--- config.mk ---
export PLATFORM = sky130hd
export DESIGN_NAME = kti_div
export DESIGN_NICKNAME = d
export VERILOG_FILES = /design/src/rtl/kti_pkg.sv /design/src/rtl/kti_div.sv
export SDC_FILE = /design/constraint.sdc
export NUM_CORES = 1
export LEC_CHECK = 0
export ABC_AREA = 1
export BUFFER_PORTS_ARGS = -buffer_cell sky130_fd_sc_hd__buf_2
export CORE_ASPECT_RATIO = 1.2
export CORE_MARGIN = 2
export CORE_UTILIZATION = 40
export DETAILED_ROUTE_END_ITERATION = 10
export PLACE_DENSITY = 0.72
export SLEW_MARGIN = 15
export SYNTH_ARGS = -nofsm -noshare
export SYNTH_HDL_FRONTEND = slang
export SYNTH_SLANG_ARGS = --single-unit
--- constraint.sdc ---
create_clock -name clock -period 6 [get_ports clock]
set_clock_uncertainty 0.2 [all_clocks]
set_input_delay 1.2 -clock clock [delete_from_list [all_inputs] [get_ports clock]]
set_output_delay 1.2 -clock clock [all_outputs]
set_load 0.03 [all_outputs]
--- src/rtl/kti_pkg.sv ---
// ----------------------------------------------------------------------------
// Keyframe track interpolator package
// Shared sizes, command and status codes, cell and divider control types,
// and the cosine ease table.
// ----------------------------------------------------------------------------
`default_nettype none

package kti_pkg;

   localparam int MAX_FRAMES     = 64;
   localparam int CNT_W          = $clog2(MAX_FRAMES + 1);
   localparam int IDX_W          = $clog2(MAX_FRAMES);

   localparam int COS_TABLE_SIZE = 256;
   localparam int COS_BITS       = $clog2(COS_TABLE_SIZE);

   localparam int DIVIDEND_W     = 33;
   localparam int QUOT_W         = 16;
   localparam int DIV_STEP_W     = 6;
   localparam logic [DIV_STEP_W-1:0] TIME_DIV_STEPS  = DIV_STEP_W'(DIVIDEND_W);
   localparam logic [DIV_STEP_W-1:0] RATIO_DIV_STEPS = DIV_STEP_W'(QUOT_W);

   localparam logic [16:0] W_ONE = 17'd65536;

   localparam logic [63:0] PI_Q30  = 64'd3373259426;
   localparam logic [63:0] ONE_Q30 = 64'd1073741824;

   typedef enum logic [2:0] {
      CMD_TICK     = 3'd0,
      CMD_ADD      = 3'd1,
      CMD_REMOVE   = 3'd2,
      CMD_SET_TIME = 3'd3,
      CMD_RESET    = 3'd4
   } cmd_type;

   typedef enum logic [1:0] {
      STATUS_OK        = 2'd0,
      STATUS_FULL      = 2'd1,
      STATUS_BAD_INDEX = 2'd2
   } status_type;

   localparam logic [1:0] MODE_COSINE = 2'd1;
   localparam logic [1:0] MODE_STEP   = 2'd2;

   localparam logic [2:0] REG_MIN_VALUE = 3'd0;
   localparam logic [2:0] REG_MAX_VALUE = 3'd1;
   localparam logic [2:0] REG_SPEED     = 3'd2;
   localparam logic [2:0] REG_MODE      = 3'd3;
   localparam logic [2:0] REG_PLAYING   = 3'd4;

   typedef enum logic [2:0] {
      CELL_HOLD,
      CELL_CMP,
      CELL_INSERT,
      CELL_REMOVE,
      CELL_REPLACE
   } cell_op_type;

   typedef struct packed {
      cell_op_type op;
      logic        valid;
      logic        past_idx;
   } cell_ctl_type;

   typedef struct packed {
      logic                  start;
      logic [DIV_STEP_W-1:0] steps;
   } div_req_type;

   typedef logic [16:0] cos_tab_type [0:COS_TABLE_SIZE];

   // (1 - cos(theta)) / 2 by a truncated Q30 series, rounded to Q16
   function automatic logic [16:0] ease_entry(input int unsigned i);
      logic [63:0] theta;
      logic [63:0] t2;
      logic [63:0] h;
      theta = (PI_Q30 * 64'(i)) / 64'(COS_TABLE_SIZE);
      t2    = (theta * theta) >> 30;
      h     = ONE_Q30;
      h     = ONE_Q30 - ((t2 * h) >> 30) / 64'd132;
      h     = ONE_Q30 - ((t2 * h) >> 30) / 64'd90;
      h     = ONE_Q30 - ((t2 * h) >> 30) / 64'd56;
      h     = ONE_Q30 - ((t2 * h) >> 30) / 64'd30;
      h     = ONE_Q30 - ((t2 * h) >> 30) / 64'd12;
      h     = ((t2 * h) >> 30) / 64'd4;
      return 17'((h + 64'd8192) >> 14);
   endfunction

   function automatic cos_tab_type build_cos_tab();
      cos_tab_type tab;
      for (int i = 0; i <= COS_TABLE_SIZE; i++) begin
         if (2 * i <= COS_TABLE_SIZE) begin
            tab[i] = ease_entry(i);
         end else begin
            tab[i] = W_ONE - ease_entry(COS_TABLE_SIZE - i);
         end
      end
      return tab;
   endfunction

   localparam cos_tab_type COS_TAB = build_cos_tab();

endpackage

`default_nettype wire

--- src/rtl/kti_div.sv ---
// ----------------------------------------------------------------------------
// Keyframe divider
// Restoring divider, one quotient bit per cycle; serves both the time wrap
// remainder and the interpolation ratio.
// ----------------------------------------------------------------------------
`default_nettype none

module kti_div (
   input  logic                            clock,
   input  logic                            reset,
   input  kti_pkg::div_req_type            req,
   input  logic [31:0]                     rem_init,
   input  logic [kti_pkg::DIVIDEND_W-1:0]  dividend,
   input  logic [31:0]                     divisor,
   output logic                            done,
   output logic [kti_pkg::QUOT_W-1:0]      quotient,
   output logic [31:0]                     remainder
);
   import kti_pkg::*;

   logic                  busy_ff;
   logic                  done_ff;
   logic [DIV_STEP_W-1:0] cnt_ff;
   logic [31:0]           rem_ff;
   logic [DIVIDEND_W-1:0] dvd_ff;
   logic [31:0]           dvs_ff;
   logic [QUOT_W-1:0]     quot_ff;

   logic [32:0]           rem_sh;
   logic                  fits;

   assign rem_sh    = {rem_ff, dvd_ff[DIVIDEND_W-1]};
   assign fits      = rem_sh >= {1'b0, dvs_ff};
   assign done      = done_ff;
   assign quotient  = quot_ff;
   assign remainder = rem_ff;

   always_ff @(posedge clock) begin
      if (reset) begin
         busy_ff <= 1'b0;
         done_ff <= 1'b0;
         cnt_ff  <= '0;
      end else begin
         done_ff <= 1'b0;
         if (req.start) begin
            busy_ff <= 1'b1;
            cnt_ff  <= req.steps;
         end else if (busy_ff) begin
            cnt_ff <= cnt_ff - 1'b1;
            if (cnt_ff == DIV_STEP_W'(1)) begin
               busy_ff <= 1'b0;
               done_ff <= 1'b1;
            end
         end
      end
   end

   always_ff @(posedge clock) begin
      if (req.start) begin
         rem_ff  <= rem_init;
         dvd_ff  <= dividend;
         dvs_ff  <= divisor;
         quot_ff <= '0;
      end else if (busy_ff) begin
         rem_ff  <= fits ? 32'(rem_sh - {1'b0, dvs_ff}) : rem_sh[31:0];
         dvd_ff  <= {dvd_ff[DIVIDEND_W-2:0], 1'b0};
         quot_ff <= {quot_ff[QUOT_W-2:0], fits};
      end
   end

endmodule

`default_nettype wire

==> metrics.csv <==
stage;metric;value;unit
yosys;top-area cell type share of the netlist area;0.374;
cts;# resized after CTS;0;
global_routing;global-route wire length before repair;32600;µm
status;run status;finished, final reports clean;
cts;Clock Tree Root;clkbuf_16;
placed_design;DPL Wire Length;15200;µm
drt;vias;6983;
yosys;Top FF cell, synth;edfxtp_1;
worst_setup_path;r2r endpoint;remainder[18];
global_routing;Overflow after GRT;0;
final_layout;antenna cells;0;
cts;postcts setup bufs;0;
timing;Hold WS;0.267;ns
worst_setup_path;Worst EP required;6.13;ns
worst_setup_path;Worst Path Max Fanout;105;
flow_run;max cap viols;0;
worst_setup_path;Critical Path Start Type;primary input;
worst_setup_path;Buffers & Inverters on Critical Path;4;
placed_design;Port Buffers;154;
placed_design;placed cell area;8750;µm²
drt;drt drc;0;
power_and_ir_drop;PwrDens;356;nW/µm²
timing;endpoints failing setup;0;
timing;max-slew violations;0;
final_layout;fin nets;1358;
floorplan;num rows;55;
cts;H-tree Lvls;4;
yosys;Cells after Synth;1068;
worst_hold_path;Hold Startpoint;quotient[15];
floorplan;Die Span X;131;µm
timing;minimum clock period;4.58;ns
worst_setup_path;Worst path max stage delay;1.09;ns
worst_setup_path;delay-heaviest family, CP;buffers and inverters;
cts;clk buf depth;2;
drt;drt total wl;20200;µm
placed_design;GP Congestion;0.936;
floorplan;Die Area;20600;µm²
yosys;synth unique cells;36;
global_routing;GRT Util Overall;0.199;
worst_setup_path;critical path arrival;4.71;ns
floorplan;num ports;155;
floorplan;Chip Height;157;µm
drt;wire per inst;13.6;µm
cts;# hold bufs at CTS;0;
worst_hold_path;Worst Hold Path EP;quotient[15];
timing;Tcrit/Tclk final;0.763;
timing;RSZ-0062 raised after global routing;false;
global_routing;vias in the first global route;6891;
cts;clk slew on worst S/H paths;0.06;ns
worst_setup_path;Crit Path Category;in -> reg;
timing;final hold violations;0;
floorplan;Starting Density;0.410;
worst_hold_path;worst hold path class;reg -> reg;
yosys;syn_nets;1209;
yosys;number of flops mapped to enable cells by yosys;97;
timing;Setup TNS;0;ns
yosys;warnings from Yosys;0;
final_layout;layout cells sized above 1;0.174;
cts;Worst-Skew Late Latency;0.43;ns
timing;Fmax;0.218;GHz
yosys;Synth Register Bits;121;
worst_setup_path;R2R setup slack;2.64;ns
final_layout;Layout area overhead;20.0;%
worst_hold_path;hold depth;2;
worst_setup_path;Cell Chain, Critical Path;buf_4, clkinv_2, nand2_1, inv_1, a22oi_1, o21ai_0, nand2_1, inv_1;
power_and_ir_drop;Lkg Pwr;4.97;nW
worst_setup_path;kind of end point of the critical path;register;
cts;CTS tree;done;
drt;ANT nets after route;0;
yosys;Synth area leader;edfxtp_1;
drt;1st-pass router iterations;4;
yosys;sequential-to-total area share from yosys stat;0.436;
yosys;Mapped Area;7780;µm²
cts;# clock sinks;121;
timing;worst slew pin tran;1.09;ns
worst_setup_path;reg2reg path depth;10;
worst_setup_path;FF-to-FF Start;remainder[27];
yosys;ys async rst share;0;
global_routing;initial antenna violation count;2;
power_and_ir_drop;maximum vdd drop;0.233;mV
cts;CTS Buf Count;17;
final_layout;Final Cell Area;9340;µm²
yosys;top cells by area, synth;edfxtp_1, nand2_1, inv_1;
floorplan;Core ar.;19000;µm²
worst_setup_path;crit path max-delay cell type;clkinv_2;
drt;DR vias/cell;4.70;
yosys;count leader, synth;nand2_1;
drt;Iter 0 DRT Violations;348;
yosys;Syn Area/Cell;7.29;µm²
global_routing;largest net degree at the start of global routing;106;
timing;Slew headroom;0.272;
yosys;most common library cells after synthesis;nand2_1, inv_1, edfxtp_1, nand3_1, nor2_1;
## per-layer routing
metal / global-route usage / share of wire
met1: 0.236 / 0.43
met2: 0.343 / 0.48
met3: 0.0525 / 0.059
met4: 0.0885 / 0.031
met5: 0 / 0.00064
## worst reg2reg max path: stages (launching register included)
cell,delay [ns]
edfxtp_1,0.41
ha_1,0.37
a21oi_1,0.30
nand2_1,0.09
a21oi_1,0.20
nand2_2,0.10
nor2_4,0.69
nand2_4,0.43
nand2_1,0.19
nand3_1,0.14
nand2_1,0.11
## cells by family after synthesis
family / after synthesis / share of synthesized area
simple gates: 629 / 0.343
xor+xnor: 14 / 0.0158
buf+inv: 219 / 0.112
fa+ha+maj: 35 / 0.0572
flops: 121 / 0.436
compound gates: 50 / 0.0366
## state kept, by name, indices dropped and copies added, names as in the netlist
signal,flops
dvd_ff,33
remainder,32
cnt_ff,6
quotient,16
dvs_ff,32
done,1
busy_ff,1
## how the worst max path moves through the flow
stage | startpoint | end | slack (ns) | depth (start not counted)
2_1_floorplan | req[6] | dvd_ff[0] | 1.66 | 4
3_3_place_gp | req[6] | cnt_ff[0] | 1.56 | 8
3_5_place_dp | req[6] | cnt_ff[0] | 1.41 | 8
4_1_cts | req[6] | cnt_ff[0] | 1.87 | 8
5_1_grt | req[6] | cnt_ff[0] | 1.03 | 8
6_report | req[6] | cnt_ff[0] | 1.42 | 8
## layout by cell type (no fill, tap or decap), types with 3 or more instances in the layout
cell type and instances:
buf_2 153, nor3_1 4, nor2_2 6, o21ai_0 10
nand3_2 3, inv_6 3, ha_1 34, nand2_2 8
xnor2_1 14, inv_8 8, a21oi_1 18, inv_1 189
clkbuf_16 17, buf_4 3, o22ai_1 14, nand3_1 73
nand3b_1 26, nor2_1 49, nand2_1 442, dfxtp_1 24
inv_2 3, a31oi_1 3, nand4_1 11, edfxtp_1 97
## layout make-up
type | instances | area (µm²)
fillers | 1944 | 9650
multi-input cells | 728 | 3520
clock buffers | 17 | 425
repair buffers | 156 | 788
clock inverters | 15 | 165
flip-flops and latches | 121 | 3390
well taps | 256 | 320
inverters | 193 | 726
## where the power goes
part | total (mW) | internal (mW) | switching, mW
Sequential | 1.09 | 1.03 | 0.0582
Combinational | 1.21 | 0.415 | 0.799
Clock | 1.02 | 0.561 | 0.458
Total | 3.32 | 2.01 | 1.32
## through the flow
| stage | setup slack (ns) | instances | util | power (mW) |
|---|---|---|---|---|
| 2_1_floorplan | 1.66 | 1068 | - | 2.02 |
| 3_3_place_gp | 1.56 | 1454 | 0.461 | 2.30 |
| 3_5_place_dp | 1.41 | 1454 | 0.461 | 2.32 |
| 4_1_cts | 1.87 | 1486 | 0.492 | 3.34 |
| 5_1_grt | 1.03 | 1486 | 0.492 | 3.54 |
| 6_report | 1.42 | 1486 | 0.492 | 3.32 |
Power figures use the tool's default switching activity.
