==> src/rtl/kti_pkg.sv <==
// ----------------------------------------------------------------------------
// Keyframe track interpolator package
// Shared sizes, command and status codes, cell and divider control types,
// and the cosine ease table.
// ----------------------------------------------------------------------------
`default_nettype none

package kti_pkg;

   localparam int MAX_FRAMES     = 64;
   localparam int CNT_W          = $clog2(MAX_FRAMES + 1);
   localparam int IDX_W          = $clog2(MAX_FRAMES);

   localparam int COS_TABLE_SIZE = 256;
   localparam int COS_BITS       = $clog2(COS_TABLE_SIZE);

   localparam int DIVIDEND_W     = 33;
   localparam int QUOT_W         = 16;
   localparam int DIV_STEP_W     = 6;
   localparam logic [DIV_STEP_W-1:0] TIME_DIV_STEPS  = DIV_STEP_W'(DIVIDEND_W);
   localparam logic [DIV_STEP_W-1:0] RATIO_DIV_STEPS = DIV_STEP_W'(QUOT_W);

   localparam logic [16:0] W_ONE = 17'd65536;

   localparam logic [63:0] PI_Q30  = 64'd3373259426;
   localparam logic [63:0] ONE_Q30 = 64'd1073741824;

   typedef enum logic [2:0] {
      CMD_TICK     = 3'd0,
      CMD_ADD      = 3'd1,
      CMD_REMOVE   = 3'd2,
      CMD_SET_TIME = 3'd3,
      CMD_RESET    = 3'd4
   } cmd_type;

   typedef enum logic [1:0] {
      STATUS_OK        = 2'd0,
      STATUS_FULL      = 2'd1,
      STATUS_BAD_INDEX = 2'd2
   } status_type;

   localparam logic [1:0] MODE_COSINE = 2'd1;
   localparam logic [1:0] MODE_STEP   = 2'd2;

   localparam logic [2:0] REG_MIN_VALUE = 3'd0;
   localparam logic [2:0] REG_MAX_VALUE = 3'd1;
   localparam logic [2:0] REG_SPEED     = 3'd2;
   localparam logic [2:0] REG_MODE      = 3'd3;
   localparam logic [2:0] REG_PLAYING   = 3'd4;

   typedef enum logic [2:0] {
      CELL_HOLD,
      CELL_CMP,
      CELL_INSERT,
      CELL_REMOVE,
      CELL_REPLACE
   } cell_op_type;

   typedef struct packed {
      cell_op_type op;
      logic        valid;
      logic        past_idx;
   } cell_ctl_type;

   typedef struct packed {
      logic                  start;
      logic [DIV_STEP_W-1:0] steps;
   } div_req_type;

   typedef logic [16:0] cos_tab_type [0:COS_TABLE_SIZE];

   // (1 - cos(theta)) / 2 by a truncated Q30 series, rounded to Q16
   function automatic logic [16:0] ease_entry(input int unsigned i);
      logic [63:0] theta;
      logic [63:0] t2;
      logic [63:0] h;
      theta = (PI_Q30 * 64'(i)) / 64'(COS_TABLE_SIZE);
      t2    = (theta * theta) >> 30;
      h     = ONE_Q30;
      h     = ONE_Q30 - ((t2 * h) >> 30) / 64'd132;
      h     = ONE_Q30 - ((t2 * h) >> 30) / 64'd90;
      h     = ONE_Q30 - ((t2 * h) >> 30) / 64'd56;
      h     = ONE_Q30 - ((t2 * h) >> 30) / 64'd30;
      h     = ONE_Q30 - ((t2 * h) >> 30) / 64'd12;
      h     = ((t2 * h) >> 30) / 64'd4;
      return 17'((h + 64'd8192) >> 14);
   endfunction

   function automatic cos_tab_type build_cos_tab();
      cos_tab_type tab;
      for (int i = 0; i <= COS_TABLE_SIZE; i++) begin
         if (2 * i <= COS_TABLE_SIZE) begin
            tab[i] = ease_entry(i);
         end else begin
            tab[i] = W_ONE - ease_entry(COS_TABLE_SIZE - i);
         end
      end
      return tab;
   endfunction

   localparam cos_tab_type COS_TAB = build_cos_tab();

endpackage

`default_nettype wire

==> src/rtl/kti_cell.sv <==
// ----------------------------------------------------------------------------
// Keyframe cell
// Holds one frame of the sorted table; compares against a broadcast key and
// shifts with its neighbors on insert and remove.
// ----------------------------------------------------------------------------
`default_nettype none

module kti_cell (
   input  logic                  clock,
   input  kti_pkg::cell_ctl_type ctl,
   input  logic signed [31:0]    key_time,
   input  logic signed [31:0]    key_value,
   input  logic signed [31:0]    left_time,
   input  logic signed [31:0]    left_value,
   input  logic                  left_ltv,
   input  logic signed [31:0]    right_time,
   input  logic signed [31:0]    right_value,
   output logic signed [31:0]    time_out,
   output logic signed [31:0]    value_out,
   output logic                  ltv,
   output logic                  lev,
   output logic                  eqv
);
   import kti_pkg::*;

   logic signed [31:0] time_ff;
   logic signed [31:0] value_ff;
   logic               lt_ff;
   logic               eq_ff;

   assign time_out  = time_ff;
   assign value_out = value_ff;
   assign ltv       = ctl.valid & lt_ff;
   assign eqv       = ctl.valid & eq_ff;
   assign lev       = ctl.valid & (lt_ff | eq_ff);

   always_ff @(posedge clock) begin
      unique case (ctl.op)
         CELL_HOLD: begin
         end
         CELL_CMP: begin
            lt_ff <= time_ff < key_time;
            eq_ff <= time_ff == key_time;
         end
         CELL_INSERT: begin
            // frames before the key stay, the first later one takes the key
            if (!ltv) begin
               if (left_ltv) begin
                  time_ff  <= key_time;
                  value_ff <= key_value;
               end else begin
                  time_ff  <= left_time;
                  value_ff <= left_value;
               end
            end
         end
         CELL_REMOVE: begin
            if (ctl.past_idx) begin
               time_ff  <= right_time;
               value_ff <= right_value;
            end
         end
         CELL_REPLACE: begin
            if (eqv) begin
               value_ff <= key_value;
            end
         end
      endcase
   end

endmodule

`default_nettype wire

==> config.mk <==
export PLATFORM = sky130hd
export DESIGN_NAME = kti_cell
export DESIGN_NICKNAME = d
export VERILOG_FILES = /design/src/rtl/kti_pkg.sv /design/src/rtl/kti_cell.sv
export SDC_FILE = /design/constraint.sdc
export NUM_CORES = 1
export LEC_CHECK = 0
export ABC_AREA = 0
export BUFFER_PORTS_ARGS = -buffer_cell sky130_fd_sc_hd__buf_2
export CORE_ASPECT_RATIO = 1.4
export CORE_MARGIN = 8
export CORE_UTILIZATION = 44
export CTS_BUF_LIST = sky130_fd_sc_hd__clkbuf_4 sky130_fd_sc_hd__clkbuf_8
export DETAILED_ROUTE_END_ITERATION = 8
export PLACE_DENSITY_LB_ADDON = 0.05
export SLEW_MARGIN = 20
export SYNTH_ARGS = -nofsm -noshare
export SYNTH_HDL_FRONTEND = slang
export SYNTH_SLANG_ARGS = --single-unit
==> constraint.sdc <==
create_clock -name clock -period 4.6 [get_ports clock]
set_input_delay 0.23 -clock clock [delete_from_list [all_inputs] [get_ports clock]]
set_output_delay 0.23 -clock clock [all_outputs]
set_load 0.05 [all_outputs]
==> results.md, run 1 <==
Clock tree:
- Post-CTS timing repair inserted 0 buffers for setup.
- CTS placed an instance of clkbuf_8 at the clock tree root.
- The deepest level of the CTS H-tree is 3.
- The number of buffers on the longest clock path is 2.
- Clock tree synthesis found a total of 66 sinks.
- After clock tree synthesis, the clock-pin slew on the worst setup and hold paths is 0.08 ns.
- The post-cts repair resize count is 0.
- The total clock buffers created by CTS is 9.
- The hold buffer count at cts is 0.
- The TritonCTS clock tree is built.
- The clock insertion delay at the later pin of the skew report is 0.34 ns.

Logic synthesis:
- In the synthesized netlist the dominant register cell turns out to be edfxtp_1.
- The number of warnings printed during yosys synthesis is 0.
- Synthesis handed over a netlist of 379 instances.
- The cell with the most instances after synthesis is edfxtp_1.
- In this run, synthesis produced a sequential element count of 66.
- Summing every instance area after synthesis gives 0.00404 sq mm.
- The number of different library cells used by synthesis comes to 31.
- The fraction of synthesized cell area taken by the top area cell type is 49.1%.
- Sorting the synthesized cells by how often they occur yields edfxtp_1, inv_1, nand2_1.
- The share of synthesized registers carrying an async set or reset is 0%.
- The average size of a mapped cell is 10.7 sq um.
- Synthesis produced a netlist with a net count of 610.
- Yosys mapped a number of flops with a built-in enable equal to 66.
- The share of synthesized area occupied by flip-flops and latches is 49.1%.
- Yosys attributes the largest share of cell area to edfxtp_1, ha_1, a222oi_1.
- The post-synthesis cell type with the largest combined area is edfxtp_1.

Floorplan:
- The horizontal die dimension is 97.0 microns.
- 266 I/O pins were placed.
- The die covers 0.0125 sq mm.
- The die is 129 microns tall.
- The core box area is 0.00898 sq mm.
- The initial utilization of the core area, before any placement, comes to 45.0%.
- The row count is 41.

Global routing:
- Entering global routing, the biggest net connects 48 pins.
- The number of antenna violations at the first check in global routing is 2.
- The first global-routing pass estimated 20.9 mm of wire.
- The via count of the first global-routing pass is 4257.
- The total overflow left after global routing is 0.
- Global routing used 21.1% of the available tracks.

Timing:
- The maximum clock skew at final layout is 0.00871 ns.
- The normalized max-slew margin is 29.0%.
- Setup repair after global routing left no endpoint under its margin.
- The total negative setup slack is 0 ns.
- The final count of pins violating max slew is 0.
- Once routing completed, OpenROAD measured the worst setup slack at 2.58 ns.
- The share of the clock period used by the worst path is 43.9%.
- The maximum clock rate is 0.495 GHz.
- Setup violations remaining at the end of the flow were counted as 0.
- The post-route minimum period is 2.02 ns.
- The pin slew with the least headroom to its limit is 1.07 ns.
- The hold violation count in the final report is 0.

Placed design:
- Summing all placed instances gives a cell area of 0.00546 sq mm.
- The final RePlAce weighted congestion is 0.810.
- The total of buffers placed on input and output ports is 265.
- The post-place setup slack is 2.19 ns.
- After legalization and detailed placement, the total HPWL measured 11.3 mm.

Route:
- The first TritonRoute pass finished after 5 iterations.
- The routed metal-1 wirelength is 4.77 mm.
- The amount of wire on met2 after detailed routing is 7.35 mm.
- The number of DRC markers after the initial detailed-route iteration is 214.
- After detailed routing, the number of vias per cell comes to 5.19.
- Once detail routing completed, the nets flagged for antenna violations numbered 0.
- The met3 layer wire length in the routed design is 1.34 mm.
- The total DRC errors in the routed layout is 0.
- The top routing layer in use is met5.
- Summed over all layers, the routed wires come to 13.7 mm.
- The vias after detailed routing is 3900.
- After detailed routing, the average wire length per cell comes to 18.3 microns.

Layout:
- The layout has 794 filler cells.
- With fillers left out, the area of the finished cells amounts to 0.00567 sq mm.
- The area taken by multi-input logic gates is 0.00174 sq mm.
- Registers take 0.00198 sq mm.
- The area overhead of the layout relative to synthesis is 40.3%.
- The final net count is 870.
- In the final layout, the share of cells above drive strength 1 is 45.6%.

Worst setup path:
- The delay of the slowest cell on the worst path is 0.40 ns.
- The critical path is of the reg -> reg type.
- The critical path startpoint category is a flip-flop.
- For the worst setup path, the data required time is 4.68 ns.
- Among all stages on the critical path, the largest delay is contributed by nor4_1.
- Walking the worst path, the cells encountered are ha_1, nand4_1, nor4_1, a21boi_1, o31a_1, o22ai_2.
- The capturing element type of the critical path is a flip-flop.
- Along the worst path, the maximum fanout reaches 3.
- The arrival time reported for the critical path endpoint is 2.10 ns.

Job:
- Across the run, the number of max-cap violations was 0.

Power and ir drop:
- Power spread over the standard cell area amounts to 288 mW/mm^2.
- After layout, the design draws a total of 1.63 mW.
- The maximum ir drop on the vdd rail is 0.000193 V.
- Summed over all cells, the static leakage comes to 2.87 nW.

Outcome:
- The run finished with clean final reports.

Hold path:
- In this run the worst hold path is classified as in -> reg.
==> cell type report <==
cell class | instances | area share, %
inverters | 65 | 4.30
multi-input cells | 228 | 30.7
flip-flops and latches | 66 | 35.0
clock buffers | 9 | 2.18
well taps | 107 | 2.36
repair buffers | 269 | 24.0
diodes | 1 | 0.0441
clock inverters | 6 | 1.46
==> logic make-up after synthesis <==
kind of cell / share of synthesized area (%)
AO/OA/AOI/OAI: 16.5
AND/OR/NAND/NOR: 8.05
multiplexers: 7.93
buffers and inverters: 8.52
adder cells (fa/ha/maj): 9.91
flip-flops: 49.1
==> stage by stage <==
stage,utilization (%),hold slack (ns),instances
4_1_cts,63.1,0.138,750
2_1_floorplan,-,0.417,379
3_5_place_dp,60.8,0.508,735
6_report,63.1,0.163,751
3_3_place_gp,60.6,0.502,734
5_1_grt,63.1,0.150,751
==> layout by cell type (no fill, tap or decap), types with 6 or more instances in the layout <==
cell      count
a21oi_1      16
a222oi_1     32
buf_2       265
clkbuf_8      9
edfxtp_1     66
ha_1         32
inv_1        64
mux2i_1      32
nand2_1      40
nand4_1       8
nor2_1        6
o21ai_0      36
==> worst max-delay path: cells and delay by family (launching register included) <==
family / cells / cell delay (ns)
fa+ha+maj: 1 / 0.33
flops: 1 / 0.39
compound gates: 3 / 0.47
simple gates: 2 / 0.58
==> power breakdown <==
group	switching, mW	total, mW	internal [mW]	leakage, nW
registers	0.00994	0.716	0.706	0.613
clock network	0.220	0.519	0.299	0.105
logic	0.248	0.398	0.150	2.15
==> sequential cells by signal, summed over array words and instances, names as in the netlist <==
signal     count
eq_ff          1
lt_ff          1
time_out      32
value_out     32
==> worst paths after layout <==
check	from	depth (start not counted)	endpoint	slack [ns]
worst max-delay path	time_out[14]	6	lt_ff	2.58
worst min-delay path	left_value[4]	3	value_out[4]	0.16
worst max register to register	time_out[14]	6	lt_ff	2.58
worst min register to register	time_out[2]	3	eq_ff	0.78
==> per-layer routing <==
layer | up-vias | GRT usage (%)
met3 | 19 | 8.36
met4 | 2 | 9.45
met1 | 1754 | 20.2
li1 | 1933 | -
met5 | - | 0
met2 | 192 | 39.1
Power figures use the tool's default switching activity.
==> inputs of run 2 (changes only) <==
--- a/config.mk
+++ b/config.mk
@@ -5,11 +5,11 @@
 export SDC_FILE = /design/constraint.sdc
 export NUM_CORES = 1
 export LEC_CHECK = 0
-export ABC_AREA = 0
+export ABC_AREA = 1
 export BUFFER_PORTS_ARGS = -buffer_cell sky130_fd_sc_hd__buf_2
 export CORE_ASPECT_RATIO = 1.4
 export CORE_MARGIN = 8
-export CORE_UTILIZATION = 44
+export CORE_UTILIZATION = 41
 export CTS_BUF_LIST = sky130_fd_sc_hd__clkbuf_4 sky130_fd_sc_hd__clkbuf_8
 export DETAILED_ROUTE_END_ITERATION = 8
 export PLACE_DENSITY_LB_ADDON = 0.05
==> constraint.sdc (replaced) <==
create_clock -name clock -period 1.8 [get_ports clock]
set_input_delay 0.09 -clock clock [delete_from_list [all_inputs] [get_ports clock]]
set_output_delay 0.09 -clock clock [all_outputs]
set_load 0.05 [all_outputs]
==> run 2 against run 1 <==
Net effect: sequential cell count stayed put; synthesized cell count is 37% higher; hold slack got worse by 0.14 ns; critical path type unchanged; highest routed layer is now met4.
==> results.md, run 2 <==
Logic synthesis:
- The post-synthesis cell area is 0.00453 sq mm (+12%).
- The total of flip-flops plus latches after synthesis is 66 (unchanged).
- The most common flop cell mapped by yosys is edfxtp_1.
- The average size of a mapped cell is 8.75 sq um (-18%).
- The simple-gate portion of the synthesized area is 16.8% (+8.8 points).
- The parity-gate share of the synthesized area counting xor and xnor cells came to 0% (unchanged).
- The mux contribution to synthesized area is 7.06% (-0.86 points).
- Summed over all instances, the cell type with the most area after synthesis is edfxtp_1.
- The dominant combinational cell family by area after synthesis is simple AND/OR/NAND/NOR gates.
- The number of flops mapped to enable cells by yosys is 66 (unchanged).
- The fraction of synthesized cell area taken by the top area cell type was 43.7% (-5.3 points).
- The number of warnings printed during yosys synthesis was 0 (unchanged).
- The post-synth net total is 749 (+23%).
- The cell with the most instances after synthesis is nand2_1.
- Ranked by instance count, the synthesized netlist is headed by nand2_1, edfxtp_1, o21ai_0.
- The share of synthesized area occupied by flip-flops and latches is 43.7% (-5.3 points).
- The share of synthesized registers carrying an async set or reset came to 0% (unchanged).
- The count of cell types in the netlist was 26 (-16%).
- The gate count of the mapped netlist is 518 (+37%).
- The post-synthesis compound-gate area fraction is 15.7% (-0.86 points).
- In the post-synthesis netlist, the biggest area contributors are edfxtp_1, nand2_1, ha_1.
- The synthesized-area fraction occupied by adder cells is 8.83% (-1.1 points).

Floorplan:
- The number of placed I/O pins is 266 (unchanged).
- The effective utilization at floorplan came to 41.9% (-3.1 points).
- The vertical extent of the die was 140 microns (+8.5%).
- The row count was 45 (+9.8%).
- The core box area is 0.0108 sq mm (+20%).
- The horizontal die dimension is 105 microns (+8.1%).
- The total die area is 0.0147 sq mm (+17%).

Layout:
- The share of cells above drive strength 1 is 38.8% (-6.8 points).
- Leaving out fill and tap cells, the most frequent cell in the layout is buf_2.
- The area overhead of the layout relative to synthesis is 38.8%.
- The final standard cell count with taps included and fillers excluded is 925 (+23%).
- The final net count is 1007 (+16%).
- Leaving out fill and tap cells, the most frequent cells in the layout are buf_2, nand2_1, edfxtp_1.

Placed design:
- The detailed-placement wirelength estimate is 11.5 mm (+2.3%).
- The final RePlAce weighted congestion came to 0.815 (+0.62%).
- The total placed cells including tap cells is 899 (+22%).
- The total of buffers placed on input and output ports came to 265 (unchanged).

Outcome:
- The flow ran to the end, and the final reports show no timing, DRC or antenna violations.

Timing:
- The final count of pins violating max slew came to 0 (unchanged).
- The normalized max-slew margin came to 63.8% (+35 points).
- The maximum clock rate is 0.602 GHz (+22%).
- The pin slew with the least headroom to its limit came to 0.543 ns (-0.522 ns).
- The post-route minimum period is 1.66 ns (-0.358 ns).
- The maximum clock skew at final layout came to 0.00517 ns (-0.00354 ns).
- Setup repair after global routing left no endpoint under its margin.
- The share of the clock period used by the worst path is 92.3% (+48 points).
- The hold violation count in the final report is 0 (unchanged).
- The number of setup violations in the final report came to 0 (unchanged).

Worst setup path:
- The required time of the critical path is 1.91 ns (-2.77 ns).
- The arrival time reported for the critical path endpoint was 1.77 ns (-0.33 ns).
- The worst register-to-register path ends at lt_ff.
- The largest fanout on the critical path is 2 (-1).
- The origin of the critical flop-to-flop path is time_out[23].
- The capturing element type of the critical path is a flip-flop.
- The flop-to-flop setup slack came to 0.14 ns (-2.44 ns).
- STA classifies the critical path startpoint as a flip-flop.
- The worst setup path is of the reg -> reg kind.
- The worst-case reg-to-reg path depth is 9 (+3).

Power and ir drop:
- The relative contribution of the clock network to total power is 25.5% (-6.3 points).
- The relative contribution of sequential cells to total power is 44.3% (+0.5 points).
- The switching fraction of total power came to 33.7% (+4.4 points).
- The maximum ir drop on the vdd rail is 0.000323 V (+67%).
- The proportion of power drawn by combinational gates is 30.1% (+5.7 points).
- The post-route total power is 4.23 mW (+160%).
- The leakage power total is 2.98 nW (+3.9%).
- The internal portion of total power is 2.81 mW (+140%).
- The power density over cell area was 673 mW/mm^2 (+130%).
- The net switching power is 1.43 mW (+200%).

Clock tree:
- TritonCTS built the clock tree.
- The number of buffers on the longest clock path is 2 (unchanged).
- The root cell of the clock tree is clkbuf_8.
- The deepest level of the CTS H-tree is 3 (unchanged).
- The clock-pin slew on the worst setup and hold paths is 0.07 ns (about the same).
- The clock insertion delay at the later pin of the skew report came to 0.35 ns (about the same).
- The total clock buffers created by CTS is 9 (unchanged).
- The TritonCTS sink count was 66 (unchanged).

Global routing:
- The leftover overflow at the end of global routing was 0 (unchanged).
- The via count of the first global-routing pass is 4709 (+11%).
- The number of antenna violations at the first check in global routing is 2 (unchanged).
- The first-pass GRT wire length is 22.5 mm (+7.5%).
- The overall global routing resource usage is 19.1% (-2.0 points).
- The pin count of the biggest net entering global routing is 75 (+56%).

Route:
- The total detailed-routing wirelength is 14.4 mm (+4.9%).
- The vias after detailed routing is 4531 (+16%).
- The first-pass iteration count of the detailed router is 4 (-1).
- The via-per-instance ratio was 4.90 (-5.7%).
- The total DRC errors in the routed layout is 0 (unchanged).
- The detailed-route wire length per cell is 15.6 microns (-15%).
- The post-detailed-route count of antenna-violating nets came to 0 (unchanged).
- The number of DRC markers after the initial detailed-route iteration is 120 (-44%).

Job:
- The max-capacitance violation count is 0 (unchanged).

Hold path:
- The instance count along the most critical hold path was 3 (unchanged).
- The worst hold path begins at right_time[26].
- The destination of the worst hold path is time_out[26].
- The worst hold path belongs to the class in -> reg.
run 2: cell type report:
cell class / count / area (sq um)
Antenna cell: 3 / 7.51
Clock buffer: 11 / 139
Clock inverter: 5 / 21.3
Fill cell: 1039 / 4520
Inverter: 47 / 191
Multi-Input combinational cell: 373 / 2280
Sequential cell: 66 / 1980
Tap cell: 141 / 176
Timing Repair Buffer: 279 / 1500
run 2: power by group through the flow:
| stage | sequential (mW) | combinational, mW | clock [mW] |
|---|---|---|---|
| CTS | 1.88 | 1.28 | 1.11 |
| detailed placement | 1.91 | 1.27 | 0 |
| floorplan | 2.26 | 0.467 | 0 |
| finish | 1.88 | 1.28 | 1.08 |
| global placement | 1.91 | 1.25 | 0 |
| global route | 1.89 | 1.40 | 1.19 |
run 2: critical path, cell delays in order (launching register included):
cell      delay, ns
edfxtp_1       0.38
ha_1           0.31
nand2_1        0.07
nor2_1         0.14
nand2_1        0.08
nand3_1        0.12
a21oi_2        0.08
buf_4          0.13
nand3_1        0.07
nand2_1        0.05
run 2: worst max path at each step:
stage	to	slack [ns]	cells after the start	from
after floorplan	value_out[0]	-0.15	6	ctl[2]
after global placement	lt_ff	0.12	8	time_out[23]
after detailed placement	lt_ff	0.1	9	time_out[31]
after CTS	lt_ff	0.08	9	time_out[31]
after global routing	lt_ff	0.008	11	time_out[18]
final	lt_ff	0.14	9	time_out[23]
run 2: cell families (layout without fill, tap and decap cells):
logic type | after synthesis | count (layout)
DFF | 66 | 66
other | 0 | 3
and+or+nand+nor | 194 | 194
adders and majority gates | 32 | 32
muxes | 32 | 32
AOI/OAI and AO/OA | 115 | 115
buffers and inverters | 79 | 342
run 2: what timing repair did:
action,in CTS,in global routing
endpoints found under the hold margin,5,0
buffers inserted,0,2
endpoints found under the setup margin,0,1
gates resized for setup,0,5
hold buffers,5,0
run 2: metrics by stage:
step           worst slack [ns]  cell area, sq um  setup TNS, ns  util [%]  hold WS (ns)
3_5_place_dp             0.0977              6030              0      55.8         0.372
2_1_floorplan            -0.153              4610          -4.95         -         0.281
6_report                  0.139              6290              0      58.2        0.0235
3_3_place_gp              0.124              6030              0      55.8         0.368
4_1_cts                  0.0829              6240              0      57.8       0.00109
5_1_grt                 0.00797              6290              0      58.2        0.0141
run 2: routing by layer:
layer | vias to the layer above | GRT usage, % | share of wire, %
met5 | - | 0 | 0
met4 | 0 | 9.05 | 2.4
met3 | 20 | 7.25 | 9.0
met2 | 175 | 34.6 | 53
met1 | 1995 | 18.5 | 36
li1 | 2341 | - | -
